--- config.mk ---
export PLATFORM = sky130hd
export DESIGN_NAME = unique_sort_group_count
export DESIGN_NICKNAME = d
export VERILOG_FILES = /design/src/hdl/usgc_pkg.sv /design/src/hdl/unique_sort_group_count.sv /design/src/hdl/usgc_datapath.sv /design/src/hdl/usgc_ctrl.sv
export VERILOG_INCLUDE_DIRS = /design/src /design/src/hdl
export SDC_FILE = /design/constraint.sdc
export NUM_CORES = 2
export LEC_CHECK = 0
export ABC_AREA = 1
export ABC_CLOCK_PERIOD_IN_PS = 4400
export BUFFER_PORTS_ARGS = -buffer_cell sky130_fd_sc_hd__buf_2
export CELL_PAD_IN_SITES_DETAIL_PLACEMENT = 2
export CELL_PAD_IN_SITES_GLOBAL_PLACEMENT = 2
export CORE_UTILIZATION = 41
export DETAILED_ROUTE_END_ITERATION = 10
export PLACE_DENSITY_LB_ADDON = 0.1
export RECOVER_POWER = 25
export SLEW_MARGIN = 20
export SYNTH_ARGS = -nofsm -noshare
export SYNTH_HDL_FRONTEND = slang
export SYNTH_HIERARCHICAL = 1
export SYNTH_SLANG_ARGS = --single-unit
--- constraint.sdc ---
create_clock -name aclk -period 4.4 [get_ports aclk]
set_input_delay 0.22 -clock aclk [delete_from_list [all_inputs] [get_ports aclk]]
set_output_delay 0.22 -clock aclk [all_outputs]
set_load 0.02 [all_outputs]
--- src/hdl/assert_macros.svh ---
`ifndef ASSERT_MACROS_SVH
`define ASSERT_MACROS_SVH

// same-cycle implication
`define ASSERT_IMPL(lbl, ante, cons) \
    lbl: assert property (@(posedge aclk) disable iff (!aresetn) (ante) |-> (cons)) \
        else $error("check failed");

// next-cycle implication
`define ASSERT_NEXT(lbl, ante, cons) \
    lbl: assert property (@(posedge aclk) disable iff (!aresetn) (ante) |=> (cons)) \
        else $error("check failed");

`endif

--- src/hdl/usgc_pkg.sv ---
package usgc_pkg;

    localparam logic KIND_DISTINCT = 1'b0;
    localparam logic KIND_INVERSE  = 1'b1;

    typedef struct packed {
        logic key_we;
        logic key_ra_gf;
        logic latch_j;
        logic acc_a;
        logic acc_b;
        logic wr_a;
        logic wr_b;
        logic out_load;
        logic out_kind;
        logic out_last;
    } usgc_cmd_t;

endpackage

--- src/hdl/unique_sort_group_count.sv ---
// Groups a set of signed keys loaded one word per cycle (up to CAPACITY, extras
// dropped and flagged) until a word marked last. It then emits one distinct-key
// word per group (key, first index, count) in ascending-key or first-seen order
// per the sorted_reg register, followed by one group-index word per loaded
// key, the final word flagged last. After the last key, with n keys and g
// groups, grouping runs a first-occurrence pass and then a ranking pass,
// all through one read port on the key store; emission produces g + n
// words and waits whenever the sink is not ready. New keys are taken once
// the final word has been registered.
module unique_sort_group_count #(
    parameter int CAPACITY  = 32,
    parameter int KEY_WIDTH = 32
) (
    input  logic        aclk,
    input  logic        aresetn,
    input  logic        s_valid,
    output logic        s_ready,
    input  logic [31:0] s_key_value,
    input  logic        s_last_item,
    output logic        m_valid,
    input  logic        m_ready,
    output logic        m_kind,
    output logic [31:0] m_distinct_key,
    output logic [4:0]  m_first_position,
    output logic [5:0]  m_occurrences,
    output logic [4:0]  m_group_index,
    output logic        m_overflow,
    output logic        m_last_result,
    input  logic        cfg_valid,
    output logic        cfg_ready,
    input  logic        cfg_data
);
    `include "assert_macros.svh"

    localparam int IW = $clog2(CAPACITY);

    usgc_pkg::usgc_cmd_t cmd;
    logic [IW-1:0] addr, jidx;
    logic          ovf, j_first;

    assign cfg_ready = 1'b1;

    usgc_ctrl #(.CAPACITY(CAPACITY)) u_ctrl (
        .aclk        (aclk),
        .aresetn     (aresetn),
        .s_valid     (s_valid),
        .s_ready     (s_ready),
        .s_last_item (s_last_item),
        .m_valid     (m_valid),
        .m_ready     (m_ready),
        .j_first     (j_first),
        .cmd         (cmd),
        .addr        (addr),
        .jidx        (jidx),
        .ovf         (ovf)
    );

    usgc_datapath #(.CAPACITY(CAPACITY), .KEY_WIDTH(KEY_WIDTH)) u_dp (
        .aclk             (aclk),
        .aresetn          (aresetn),
        .cmd              (cmd),
        .addr             (addr),
        .jidx             (jidx),
        .key_in           (s_key_value),
        .ovf_in           (ovf),
        .cfg_we           (cfg_valid),
        .cfg_data         (cfg_data),
        .j_first          (j_first),
        .o_kind           (m_kind),
        .o_distinct_key   (m_distinct_key),
        .o_first_position (m_first_position),
        .o_occurrences    (m_occurrences),
        .o_group_index    (m_group_index),
        .o_overflow       (m_overflow),
        .o_last_result    (m_last_result)
    );

    `ASSERT_NEXT(a_last_stops_load, s_valid && s_ready && s_last_item, !s_ready)
    `ASSERT_IMPL(a_load_only_after_last, s_ready && m_valid, m_last_result)
    `ASSERT_IMPL(a_inverse_clean, m_valid && m_kind, m_occurrences == '0 && m_distinct_key == '0)

endmodule

--- src/hdl/usgc_datapath.sv ---
module usgc_datapath #(
    parameter int CAPACITY  = 32,
    parameter int KEY_WIDTH = 32
) (
    input  logic                      aclk,
    input  logic                      aresetn,
    input  usgc_pkg::usgc_cmd_t       cmd,
    input  logic [$clog2(CAPACITY)-1:0] addr,
    input  logic [$clog2(CAPACITY)-1:0] jidx,
    input  logic [31:0]               key_in,
    input  logic                      ovf_in,
    input  logic                      cfg_we,
    input  logic                      cfg_data,
    output logic                      j_first,
    output logic                      o_kind,
    output logic [31:0]               o_distinct_key,
    output logic [4:0]                o_first_position,
    output logic [5:0]                o_occurrences,
    output logic [4:0]                o_group_index,
    output logic                      o_overflow,
    output logic                      o_last_result
);
    localparam int IW  = $clog2(CAPACITY);
    localparam int CW  = $clog2(CAPACITY + 1);
    localparam int SKW = (KEY_WIDTH > 32) ? 33 : KEY_WIDTH;

    logic [SKW-1:0] key_mem    [CAPACITY];
    logic [IW-1:0]  rep_mem    [CAPACITY];
    logic [IW-1:0]  pos_mem    [CAPACITY];
    logic [IW-1:0]  gfirst_mem [CAPACITY];
    logic [CW-1:0]  gcount_mem [CAPACITY];

    logic [SKW-1:0] key_ext;
    logic [SKW-1:0] key_rd_reg;
    logic [SKW-1:0] keyj_reg;
    logic [IW-1:0]  rep_rd_reg;
    logic [IW-1:0]  pos_rd_reg;
    logic [IW-1:0]  gfirst_rd_reg;
    logic [CW-1:0]  gcount_rd_reg;
    logic [IW-1:0]  key_ra;
    logic [31:0]    key_out;

    logic           sorted_reg;
    logic           acc_a_reg, acc_b_reg;
    logic [IW-1:0]  kd_reg;
    logic           found_reg;
    logic [IW-1:0]  rep_acc_reg;
    logic [IW-1:0]  pos_acc_reg;
    logic [CW-1:0]  cnt_acc_reg;
    logic           eq, less;

    generate
        if (KEY_WIDTH > 32) begin : g_wide
            assign key_ext = {1'b0, key_in};
            assign key_out = key_rd_reg[31:0];
        end else if (KEY_WIDTH == 32) begin : g_full
            assign key_ext = key_in;
            assign key_out = key_rd_reg;
        end else begin : g_narrow
            assign key_ext = key_in[SKW-1:0];
            assign key_out = {{(32-SKW){key_rd_reg[SKW-1]}}, key_rd_reg};
        end
    endgenerate

    assign key_ra  = cmd.key_ra_gf ? gfirst_rd_reg : addr;
    assign eq      = (key_rd_reg == keyj_reg);
    assign less    = sorted_reg ? ($signed(key_rd_reg) < $signed(keyj_reg)) : (kd_reg < jidx);
    assign j_first = (rep_rd_reg == jidx);

    always_ff @(posedge aclk) begin
        if (cmd.key_we) begin
            key_mem[addr] <= key_ext;
        end
        key_rd_reg <= key_mem[key_ra];
    end

    always_ff @(posedge aclk) begin
        if (cmd.wr_a) begin
            rep_mem[jidx] <= rep_acc_reg;
        end
        rep_rd_reg <= rep_mem[addr];
    end

    always_ff @(posedge aclk) begin
        if (cmd.wr_b) begin
            pos_mem[jidx] <= pos_acc_reg;
        end
        pos_rd_reg <= pos_mem[rep_rd_reg];
    end

    always_ff @(posedge aclk) begin
        if (cmd.wr_b) begin
            gfirst_mem[pos_acc_reg] <= jidx;
            gcount_mem[pos_acc_reg] <= cnt_acc_reg;
        end
        gfirst_rd_reg <= gfirst_mem[addr];
        gcount_rd_reg <= gcount_mem[addr];
    end

    always_ff @(posedge aclk) begin
        if (!aresetn) begin
            sorted_reg <= 1'b1;
            acc_a_reg  <= 1'b0;
            acc_b_reg  <= 1'b0;
        end else begin
            if (cfg_we) begin
                sorted_reg <= cfg_data;
            end
            acc_a_reg <= cmd.acc_a;
            acc_b_reg <= cmd.acc_b;
        end
    end

    always_ff @(posedge aclk) begin
        kd_reg <= addr;
        if (cmd.latch_j) begin
            keyj_reg    <= key_rd_reg;
            found_reg   <= 1'b0;
            rep_acc_reg <= '0;
            pos_acc_reg <= '0;
            cnt_acc_reg <= '0;
        end else begin
            if (acc_a_reg && eq && !found_reg) begin
                found_reg   <= 1'b1;
                rep_acc_reg <= kd_reg;
            end
            if (acc_b_reg) begin
                if (eq) begin
                    cnt_acc_reg <= cnt_acc_reg + CW'(1);
                end
                if (kd_reg != jidx && rep_rd_reg == kd_reg && less) begin
                    pos_acc_reg <= pos_acc_reg + IW'(1);
                end
            end
        end
    end

    always_ff @(posedge aclk) begin
        if (cmd.out_load) begin
            o_kind        <= cmd.out_kind;
            o_overflow    <= ovf_in;
            o_last_result <= cmd.out_last;
            if (cmd.out_kind == usgc_pkg::KIND_DISTINCT) begin
                o_distinct_key   <= key_out;
                o_first_position <= 5'(gfirst_rd_reg);
                o_occurrences    <= 6'(gcount_rd_reg);
                o_group_index    <= '0;
            end else begin
                o_distinct_key   <= '0;
                o_first_position <= '0;
                o_occurrences    <= '0;
                o_group_index    <= 5'(pos_rd_reg);
            end
        end
    end

endmodule

--- src/hdl/usgc_ctrl.sv ---
module usgc_ctrl #(
    parameter int CAPACITY = 32
) (
    input  logic                        aclk,
    input  logic                        aresetn,
    input  logic                        s_valid,
    output logic                        s_ready,
    input  logic                        s_last_item,
    output logic                        m_valid,
    input  logic                        m_ready,
    input  logic                        j_first,
    output usgc_pkg::usgc_cmd_t         cmd,
    output logic [$clog2(CAPACITY)-1:0] addr,
    output logic [$clog2(CAPACITY)-1:0] jidx,
    output logic                        ovf
);
    localparam int IW = $clog2(CAPACITY);
    localparam int CW = $clog2(CAPACITY + 1);

    localparam logic [4:0] S_LOAD   = 5'd0;
    localparam logic [4:0] S_A_J    = 5'd1;
    localparam logic [4:0] S_A_JL   = 5'd2;
    localparam logic [4:0] S_A_RUN  = 5'd3;
    localparam logic [4:0] S_A_DR   = 5'd4;
    localparam logic [4:0] S_A_WR   = 5'd5;
    localparam logic [4:0] S_B_J    = 5'd6;
    localparam logic [4:0] S_B_JL   = 5'd7;
    localparam logic [4:0] S_B_RUN  = 5'd8;
    localparam logic [4:0] S_B_DR   = 5'd9;
    localparam logic [4:0] S_B_WR   = 5'd10;
    localparam logic [4:0] S_E0_R1  = 5'd11;
    localparam logic [4:0] S_E0_R2  = 5'd12;
    localparam logic [4:0] S_E0_OUT = 5'd13;
    localparam logic [4:0] S_E1_R1  = 5'd14;
    localparam logic [4:0] S_E1_R2  = 5'd15;
    localparam logic [4:0] S_E1_OUT = 5'd16;

    logic [4:0]    state_reg, state_next;
    logic [CW-1:0] cnt_reg, cnt_next;
    logic [CW-1:0] groups_reg, groups_next;
    logic [IW-1:0] j_reg, j_next;
    logic [IW-1:0] k_reg, k_next;
    logic          ovf_reg, ovf_next;
    logic          m_valid_reg, m_valid_next;
    logic          out_free, j_last, k_last_n, g_last;

    assign out_free = !m_valid_reg || m_ready;
    assign j_last   = (CW'(j_reg) == cnt_reg - CW'(1));
    assign k_last_n = (CW'(k_reg) == cnt_reg - CW'(1));
    assign g_last   = (CW'(j_reg) == groups_reg - CW'(1));
    assign s_ready  = (state_reg == S_LOAD);
    assign m_valid  = m_valid_reg;
    assign jidx     = j_reg;
    assign ovf      = ovf_reg;

    always_comb begin
        state_next   = state_reg;
        cnt_next     = cnt_reg;
        groups_next  = groups_reg;
        j_next       = j_reg;
        k_next       = k_reg;
        ovf_next     = ovf_reg;
        m_valid_next = m_ready ? 1'b0 : m_valid_reg;
        cmd          = '0;
        addr         = j_reg;
        case (state_reg)
            S_LOAD: begin
                addr = cnt_reg[IW-1:0];
                if (s_valid) begin
                    if (cnt_reg < CW'(CAPACITY)) begin
                        cmd.key_we = 1'b1;
                        cnt_next   = cnt_reg + CW'(1);
                    end else begin
                        ovf_next = 1'b1;
                    end
                    if (s_last_item) begin
                        j_next     = '0;
                        state_next = S_A_J;
                    end
                end
            end
            S_A_J: state_next = S_A_JL;
            S_A_JL: begin
                cmd.latch_j = 1'b1;
                k_next      = '0;
                state_next  = S_A_RUN;
            end
            S_A_RUN: begin
                addr      = k_reg;
                cmd.acc_a = 1'b1;
                k_next    = k_reg + IW'(1);
                if (k_reg == j_reg) begin
                    state_next = S_A_DR;
                end
            end
            S_A_DR: state_next = S_A_WR;
            S_A_WR: begin
                cmd.wr_a = 1'b1;
                if (j_last) begin
                    j_next     = '0;
                    state_next = S_B_J;
                end else begin
                    j_next     = j_reg + IW'(1);
                    state_next = S_A_J;
                end
            end
            S_B_J: state_next = S_B_JL;
            S_B_JL: begin
                cmd.latch_j = 1'b1;
                k_next      = '0;
                if (j_first) begin
                    state_next = S_B_RUN;
                end else if (j_last) begin
                    j_next     = '0;
                    state_next = S_E0_R1;
                end else begin
                    j_next     = j_reg + IW'(1);
                    state_next = S_B_J;
                end
            end
            S_B_RUN: begin
                addr      = k_reg;
                cmd.acc_b = 1'b1;
                k_next    = k_reg + IW'(1);
                if (k_last_n) begin
                    state_next = S_B_DR;
                end
            end
            S_B_DR: state_next = S_B_WR;
            S_B_WR: begin
                cmd.wr_b    = 1'b1;
                groups_next = groups_reg + CW'(1);
                if (j_last) begin
                    j_next     = '0;
                    state_next = S_E0_R1;
                end else begin
                    j_next     = j_reg + IW'(1);
                    state_next = S_B_J;
                end
            end
            S_E0_R1: state_next = S_E0_R2;
            S_E0_R2: begin
                cmd.key_ra_gf = 1'b1;
                state_next    = S_E0_OUT;
            end
            S_E0_OUT: begin
                cmd.key_ra_gf = 1'b1;
                cmd.out_kind  = usgc_pkg::KIND_DISTINCT;
                if (out_free) begin
                    cmd.out_load = 1'b1;
                    m_valid_next = 1'b1;
                    if (g_last) begin
                        j_next     = '0;
                        state_next = S_E1_R1;
                    end else begin
                        j_next     = j_reg + IW'(1);
                        state_next = S_E0_R1;
                    end
                end
            end
            S_E1_R1: state_next = S_E1_R2;
            S_E1_R2: state_next = S_E1_OUT;
            S_E1_OUT: begin
                cmd.out_kind = usgc_pkg::KIND_INVERSE;
                cmd.out_last = j_last;
                if (out_free) begin
                    cmd.out_load = 1'b1;
                    m_valid_next = 1'b1;
                    if (j_last) begin
                        cnt_next    = '0;
                        groups_next = '0;
                        ovf_next    = 1'b0;
                        state_next  = S_LOAD;
                    end else begin
                        j_next     = j_reg + IW'(1);
                        state_next = S_E1_R1;
                    end
                end
            end
            default: state_next = S_LOAD;
        endcase
    end

    always_ff @(posedge aclk) begin
        if (!aresetn) begin
            state_reg   <= S_LOAD;
            cnt_reg     <= '0;
            groups_reg  <= '0;
            ovf_reg     <= 1'b0;
            m_valid_reg <= 1'b0;
        end else begin
            state_reg   <= state_next;
            cnt_reg     <= cnt_next;
            groups_reg  <= groups_next;
            ovf_reg     <= ovf_next;
            m_valid_reg <= m_valid_next;
        end
        j_reg <= j_next;
        k_reg <= k_next;
    end

endmodule

* Word-level counts from Yosys, hierarchy flattened
Memories as Yosys holds them, arrays and structs flattened. A register that Yosys moved wholly into a read port is not among the register bits.
Cells that the tools add are included.
** Word-level totals
- Flip-flop bits (word level) :: 137
- Memory bits (writable) :: 1696
- Bits of input ports :: 39
- Output and inout port bits :: 54
- Logic and storage cells :: 154
- Memories :: 5
** Memory list
- u_dp.key_mem :: words 32, bits a word 32, read ports 1, clocked after Yosys merged registers in 1, write ports 1, RTL line usgc_datapath.sv:27 : logic [SKW-1:0] key_mem [CAPACITY];
- u_dp.gcount_mem :: words 32, bits a word 6, read ports 1, clocked after Yosys merged registers in 1, write ports 1, RTL line usgc_datapath.sv:31 : logic [CW-1:0] gcount_mem [CAPACITY];
- u_dp.gfirst_mem :: words 32, bits a word 5, read ports 1, clocked after Yosys merged registers in 1, write ports 1, RTL line usgc_datapath.sv:30 : logic [IW-1:0] gfirst_mem [CAPACITY];
- u_dp.pos_mem :: words 32, bits a word 5, read ports 1, clocked after Yosys merged registers in 1, write ports 1, RTL line usgc_datapath.sv:29 : logic [IW-1:0] pos_mem [CAPACITY];
- u_dp.rep_mem :: words 32, bits a word 5, read ports 1, clocked after Yosys merged registers in 1, write ports 1, RTL line usgc_datapath.sv:28 : logic [IW-1:0] rep_mem [CAPACITY];
** Cells by class
- Add/subtract/negate cells :: 8
- Magnitude comparators :: 3
- Equal/unequal tests :: 35
- Mux-type cells :: 56
- Reduce and logical (&&, ||, !) cells :: 24
** Operators with widths (count)
- case mux 5 bit (17 select lines) :: 1
- 2-to-1 mux 5 bit :: 16
- == test 5 x 4 -> 1 bit (second input constant) :: 8
- == test 32 bit :: 1
- < comparator 32 bit :: 1
- case mux 5 bit (5 select lines) :: 1
- 2-to-1 mux 1 bit :: 24
- 2-to-1 mux 6 bit :: 4
- case mux 6 bit (2 select lines) :: 2
- == test 5 x 3 -> 1 bit (second input constant) :: 4
- case mux 5 bit (2 select lines) :: 2
- adder 6 x 1 -> 6 bit (second input constant) :: 3
- == test 5 x 6 -> 1 bit :: 3
- adder 5 x 1 -> 5 bit (second input constant) :: 3
- == test 5 bit :: 3
- != test 2 x 1 -> 1 bit (second input constant) :: 7
- subtractor 6 x 1 -> 6 bit (second input constant) :: 2
- == test 5 x 2 -> 1 bit (second input constant) :: 2
- AND reduction 5 bit :: 2
- OR reduction 2 bit :: 5
- 2-to-1 mux 4 bit :: 2
- != test 2 bit (second input constant) :: 4
- AND reduction 7 bit :: 1
- < comparator 6 bit (second input constant) :: 1
- 16 further kinds :: 24

* Depth between registers and ports, before layout
- Depth after elaboration :: 6
- Mapped depth :: 20
- Mapped depth without buffers :: 18

* Cells and area by module
The synthesis kept the hierarchy.
** Modules (own cells, without submodules)
- usgc_datapath :: instances 1, cells each 5007, area an instance 71598.7 um^2, seq. area each 54982.7 um^2
- usgc_ctrl :: instances 1, cells each 372, area an instance 2429.8 um^2, seq. area each 680.7 um^2
- unique_sort_group_count :: instances 1, cells each 2, area an instance 11.3 um^2, seq. area each 0.0 um^2

* Worst setup path after synthesis
OpenSTA, ideal clock, no wires.
- Kind :: reg-to-reg
- Start :: reg u_ctrl.j_reg[0], in the netlist u_ctrl/jidx[0]
- End :: mem u_dp/key_mem[17][0] (netlist name) (enable)
- Library setup time :: 0.421 ns
- Arrival :: 3.853 ns
- Data required time :: 3.979 ns
- Slack :: 0.126 ns
- Stages on the path, launching flop included :: 11
- Buffers on the path :: 4
- Period minus slack after synthesis :: 4.274 ns
- Path through :: edfxtp_1 -> buf_2 -> inv_2 -> o21ai_0 -> inv_1 -> nor2_1 -> buf_2 -> buf_2 -> buf_2 -> nand2_1 -> nor2_1
** On the way
- Longest elaborated chain between the ends :: 1
** Ends and longest elaborated chain
- start: declaration :: RTL line usgc_ctrl.sv:41 : logic [IW-1:0] j_reg, j_next;
- start signal: assignment :: RTL line usgc_ctrl.sv:198 : j_reg <= j_next;
- case mux 5 bit (2 select lines) :: RTL line usgc_ctrl.sv:66 : case (state_reg)
- named net addr[0] :: RTL line unique_sort_group_count.sv:38 : logic [IW-1:0] addr, jidx;
- end: declaration :: RTL line usgc_datapath.sv:27
The timed path passes the listed nets, and every way through them passes these cells.

* Worst setup path after layout
- Start :: reg u_ctrl.state_reg[4]
- End :: reg u_dp.gcount_rd_reg[4], read port of u_dp.gcount_mem
** On the way
- Longest elaborated chain between the ends :: 3
- Elaborated cells between the ends (all ways) :: 5
- Those cells by class :: 2 x eq/ne; 1 x mux; 2 x reduce/logical
** Ends and longest elaborated chain
- start: declaration :: RTL line usgc_ctrl.sv:38 : logic [4:0] state_reg, state_next;
- start signal: assignment :: RTL line usgc_ctrl.sv:192 : state_reg <= state_next;
- == test 5 x 2 -> 1 bit / == test 5 x 4 -> 1 bit (equally long branches) :: RTL line usgc_ctrl.sv:66
- OR reduction 2 bit (no source line)
- case mux 5 bit (2 select lines) * :: RTL line usgc_ctrl.sv:66
- named net addr[4] :: RTL line unique_sort_group_count.sv:38
- end: declaration :: RTL line usgc_datapath.sv:39 : logic [CW-1:0] gcount_rd_reg;
Mark *: on every way through the listed nets, which the timed path passes. The rest lies on a longest branch.
A chain may end at the register's enable or synchronous reset.

==> run metrics <==
outcome=finished with violations; failing checks=capacitance limit, slew limit; cts bufs inserted=200; register with the most flip-flops=u_dp/key_mem; Peak supply drop=0.000454 V; Synth area leader=edfxtp_1; CTS root buffer=clkbuf_16; Critical Path AT=4790 ps; Fmax=0.249 GHz; Final setup violation count=0; share of cells above drive strength 1=12.0%; Post-Syn Area=74000 um2; slowest stage delay, CP=560 ps; Tmin final=4010 ps; CTS Sinks=1886; antenna violations before repair=8; area grow syn2layout=15.8%; CTS HTree Levels=4; Yosys top cell area share=72.6%; CTS tree=done; clock-pin slew on the worst setup and hold paths=60 ps; Slowest-stage cell, CP=o21ai_0; Boundary Pins=93; largest net degree at the start of global routing=115; Seq/Total Area, Yosys=75.2%; Via Count=48500; EDFF count, synth=1789; Ys Warns=6; clk_skew=28.2 ps; Distinct cells, synth=57; DR WL/cell=31.1 um; unrepaired setup endpoints after global routing=no; Pre-antenna DRT Iters=5; Max-Cap Viols=7; Mapped Cells=5381; Antenna Nets Post-Route=0; critical path launch point type=flop; synthesis-stage register bit count=1886; vias per cell=5.96; slew margin rel.=-9.41%; most common cell in the synthesized netlist=edfxtp_1; Mean Syn Cell Area=13.8 um2; PD cells=595 nW/um2; Pwr Total=51.0 mW; Core Area=179000 um2; min-delay worst type=input pin to flop; CP endpoint kind=flop; crit path max fanout=13; top cells by area, synth=edfxtp_1 73%, nor2_1 4.2%, o21ai_0 3.4%; Synth Flop Type=edfxtp_1; Net Count, Synth=5468; number of global-route vias before repair=52200; Post-synth top cells=1789 x edfxtp_1, 825 x nor2_1, 508 x o21ai_0; Final Net Count=5700; Static Leak=27.7 nW; die footprint=182000 um2; worst-skew pair later-pin latency=850 ps; Die H=427 um; final worst setup slack=390 ps; crit-path cells=inv_2 > nand3_1 > inv_1 > nand2_1 > inv_1 > nor2_2 > nand2_1 > o21ai_0 > inv_1 > nor3_1 > clkinv_1 > buf_4 > buf_4 > a21oi_1 > nor4_1 > nand2_1 > buf_4; final wirelength=253000 um; Setup CP Type=flop to flop; TNS Setup=0 ps; Buf/Inv on CP=8; die width=427 um; Async SR Flop Fraction=0%; Std-Cell Rows=155; Remaining Overflow, GRT=0; largest registers=u_dp/key_mem: 1024 flops, u_dp/gcount_mem: 192 flops; Clock Tree Buf Depth=3; Final Cycle Share=91.1%; GPL Wtd Cong=0.787; Final Hold Fails=0; Residual DRC=0; dpl hpwl=149000 um; max reg flops=1024; DP Worst Slack=125 ps; Slew Limit Fails=230; 1st-iter DRT viols=3830; Tot GR Track Use=27.7%; critical path's top delay family=buffers and inverters; Worst-Margin Slew=1640 ps; first-pass GRT wire length=368000 um; CP required=5180 ps; Initial Util=41.4%; port buffer count=91
[cell families after synthesis]
logic type,share of synthesized area (%)
and+or+nand+nor,8.16
DFF,75.2
adders and majority gates,0.811
other,0.00506
AOI/OAI and AO/OA,12.2
xor gates and xnor gates,0.308
buffers and inverters,3.37
[cells in the final DEF, fill, tap and decap left out, types with 19 or more instances in the layout]
cell / synthesis / routed
nor2_1: 825 / 791
clkbuf_1: 136 / 70
o21a_1: 34 / 34
xor2_1: 19 / 19
clkinv_2: 0 / 38
nand4_1: 28 / 28
o21ai_0: 508 / 507
o22ai_1: 41 / 41
buf_4: 33 / 177
o221ai_1: 259 / 259
nor2_4: 3 / 37
nor4_1: 20 / 20
ha_1: 48 / 48
edfxtp_1: 1789 / 1789
bufinv_16: 0 / 23
dfxtp_1: 97 / 95
buf_2: 134 / 62
clkbuf_16: 0 / 205
nor3_1: 53 / 53
inv_1: 193 / 188
a21oi_1: 162 / 161
nand3_1: 216 / 216
clkinv_1: 6 / 42
o21ai_1: 144 / 143
buf_12: 0 / 65
a22oi_1: 261 / 261
nand2_1: 255 / 254
dlygate4sd3_1: 0 / 37
[area by class of cell]
class / count / area (um2)
diodes: 2 / 5.00
multi-input cells: 2942 / 16200
clock buffers: 263 / 5520
fillers: 16900 / 93100
repair buffers: 370 / 3420
clock inverters: 109 / 1150
well taps: 2355 / 2950
flip-flops and latches: 1886 / 55700
inverters: 213 / 851
[per-layer routing]
metal / global-route usage [%] / vias up / part of all wire (%)
li1: - / 20900 / -
met1: 36.2 / 26100 / 42
met2: 48.1 / 1191 / 51
met3: 3.48 / 386 / 4.3
met4: 8.33 / 8 / 2.9
met5: 0 / - / 0.017
[power breakdown]
part           leakage (nW)  switching [mW]  internal, mW
logic                  7.92            8.86          3.62
clock network          3.27            7.17          10.1
registers              16.5           0.797          20.4
[tightest hold or removal path, stage by stage]
cell	delay, ps
buf_2	100
nand2_1	70
nand2_1	60
nand2_1	140
or3_1	130
inv_1	110
[what timing repair did]
action                      CTS  global route
hold endpoints to repair   1034             0
gates resized for setup       0             2
setup endpoints to repair     0             1
buffers inserted              0             0
hold buffers                 37             0
[metrics by stage]
| step | hold slack [ps] | instances | utilization (%) | area (um2) |
|---|---|---|---|---|
| after floorplan | 313 | 5381 | - | 74000 |
| after global placement | 471 | 7729 | 44.0 | 78700 |
| final | 179 | 8140 | 47.9 | 85700 |
| after detailed placement | 477 | 7729 | 44.0 | 78700 |
| after CTS | 135 | 8138 | 48.0 | 85800 |
| after global routing | 188 | 8138 | 47.9 | 85700 |
[worst paths after layout]
| path | start | end | slack (ps) | cells after the start |
|---|---|---|---|---|
| min reg2reg | u_ctrl/ovf | u_dp/o_overflow | 470 | 0 |
| max | u_ctrl/state_reg[4] | u_dp/gcount_rd_reg[4] | 390 | 17 |
| min | s_last_item | u_ctrl/jidx[4] | 180 | 6 |
| max reg2reg | u_ctrl/state_reg[4] | u_dp/gcount_rd_reg[4] | 390 | 17 |
No activity file was read; power rests on OpenSTA's default activity.
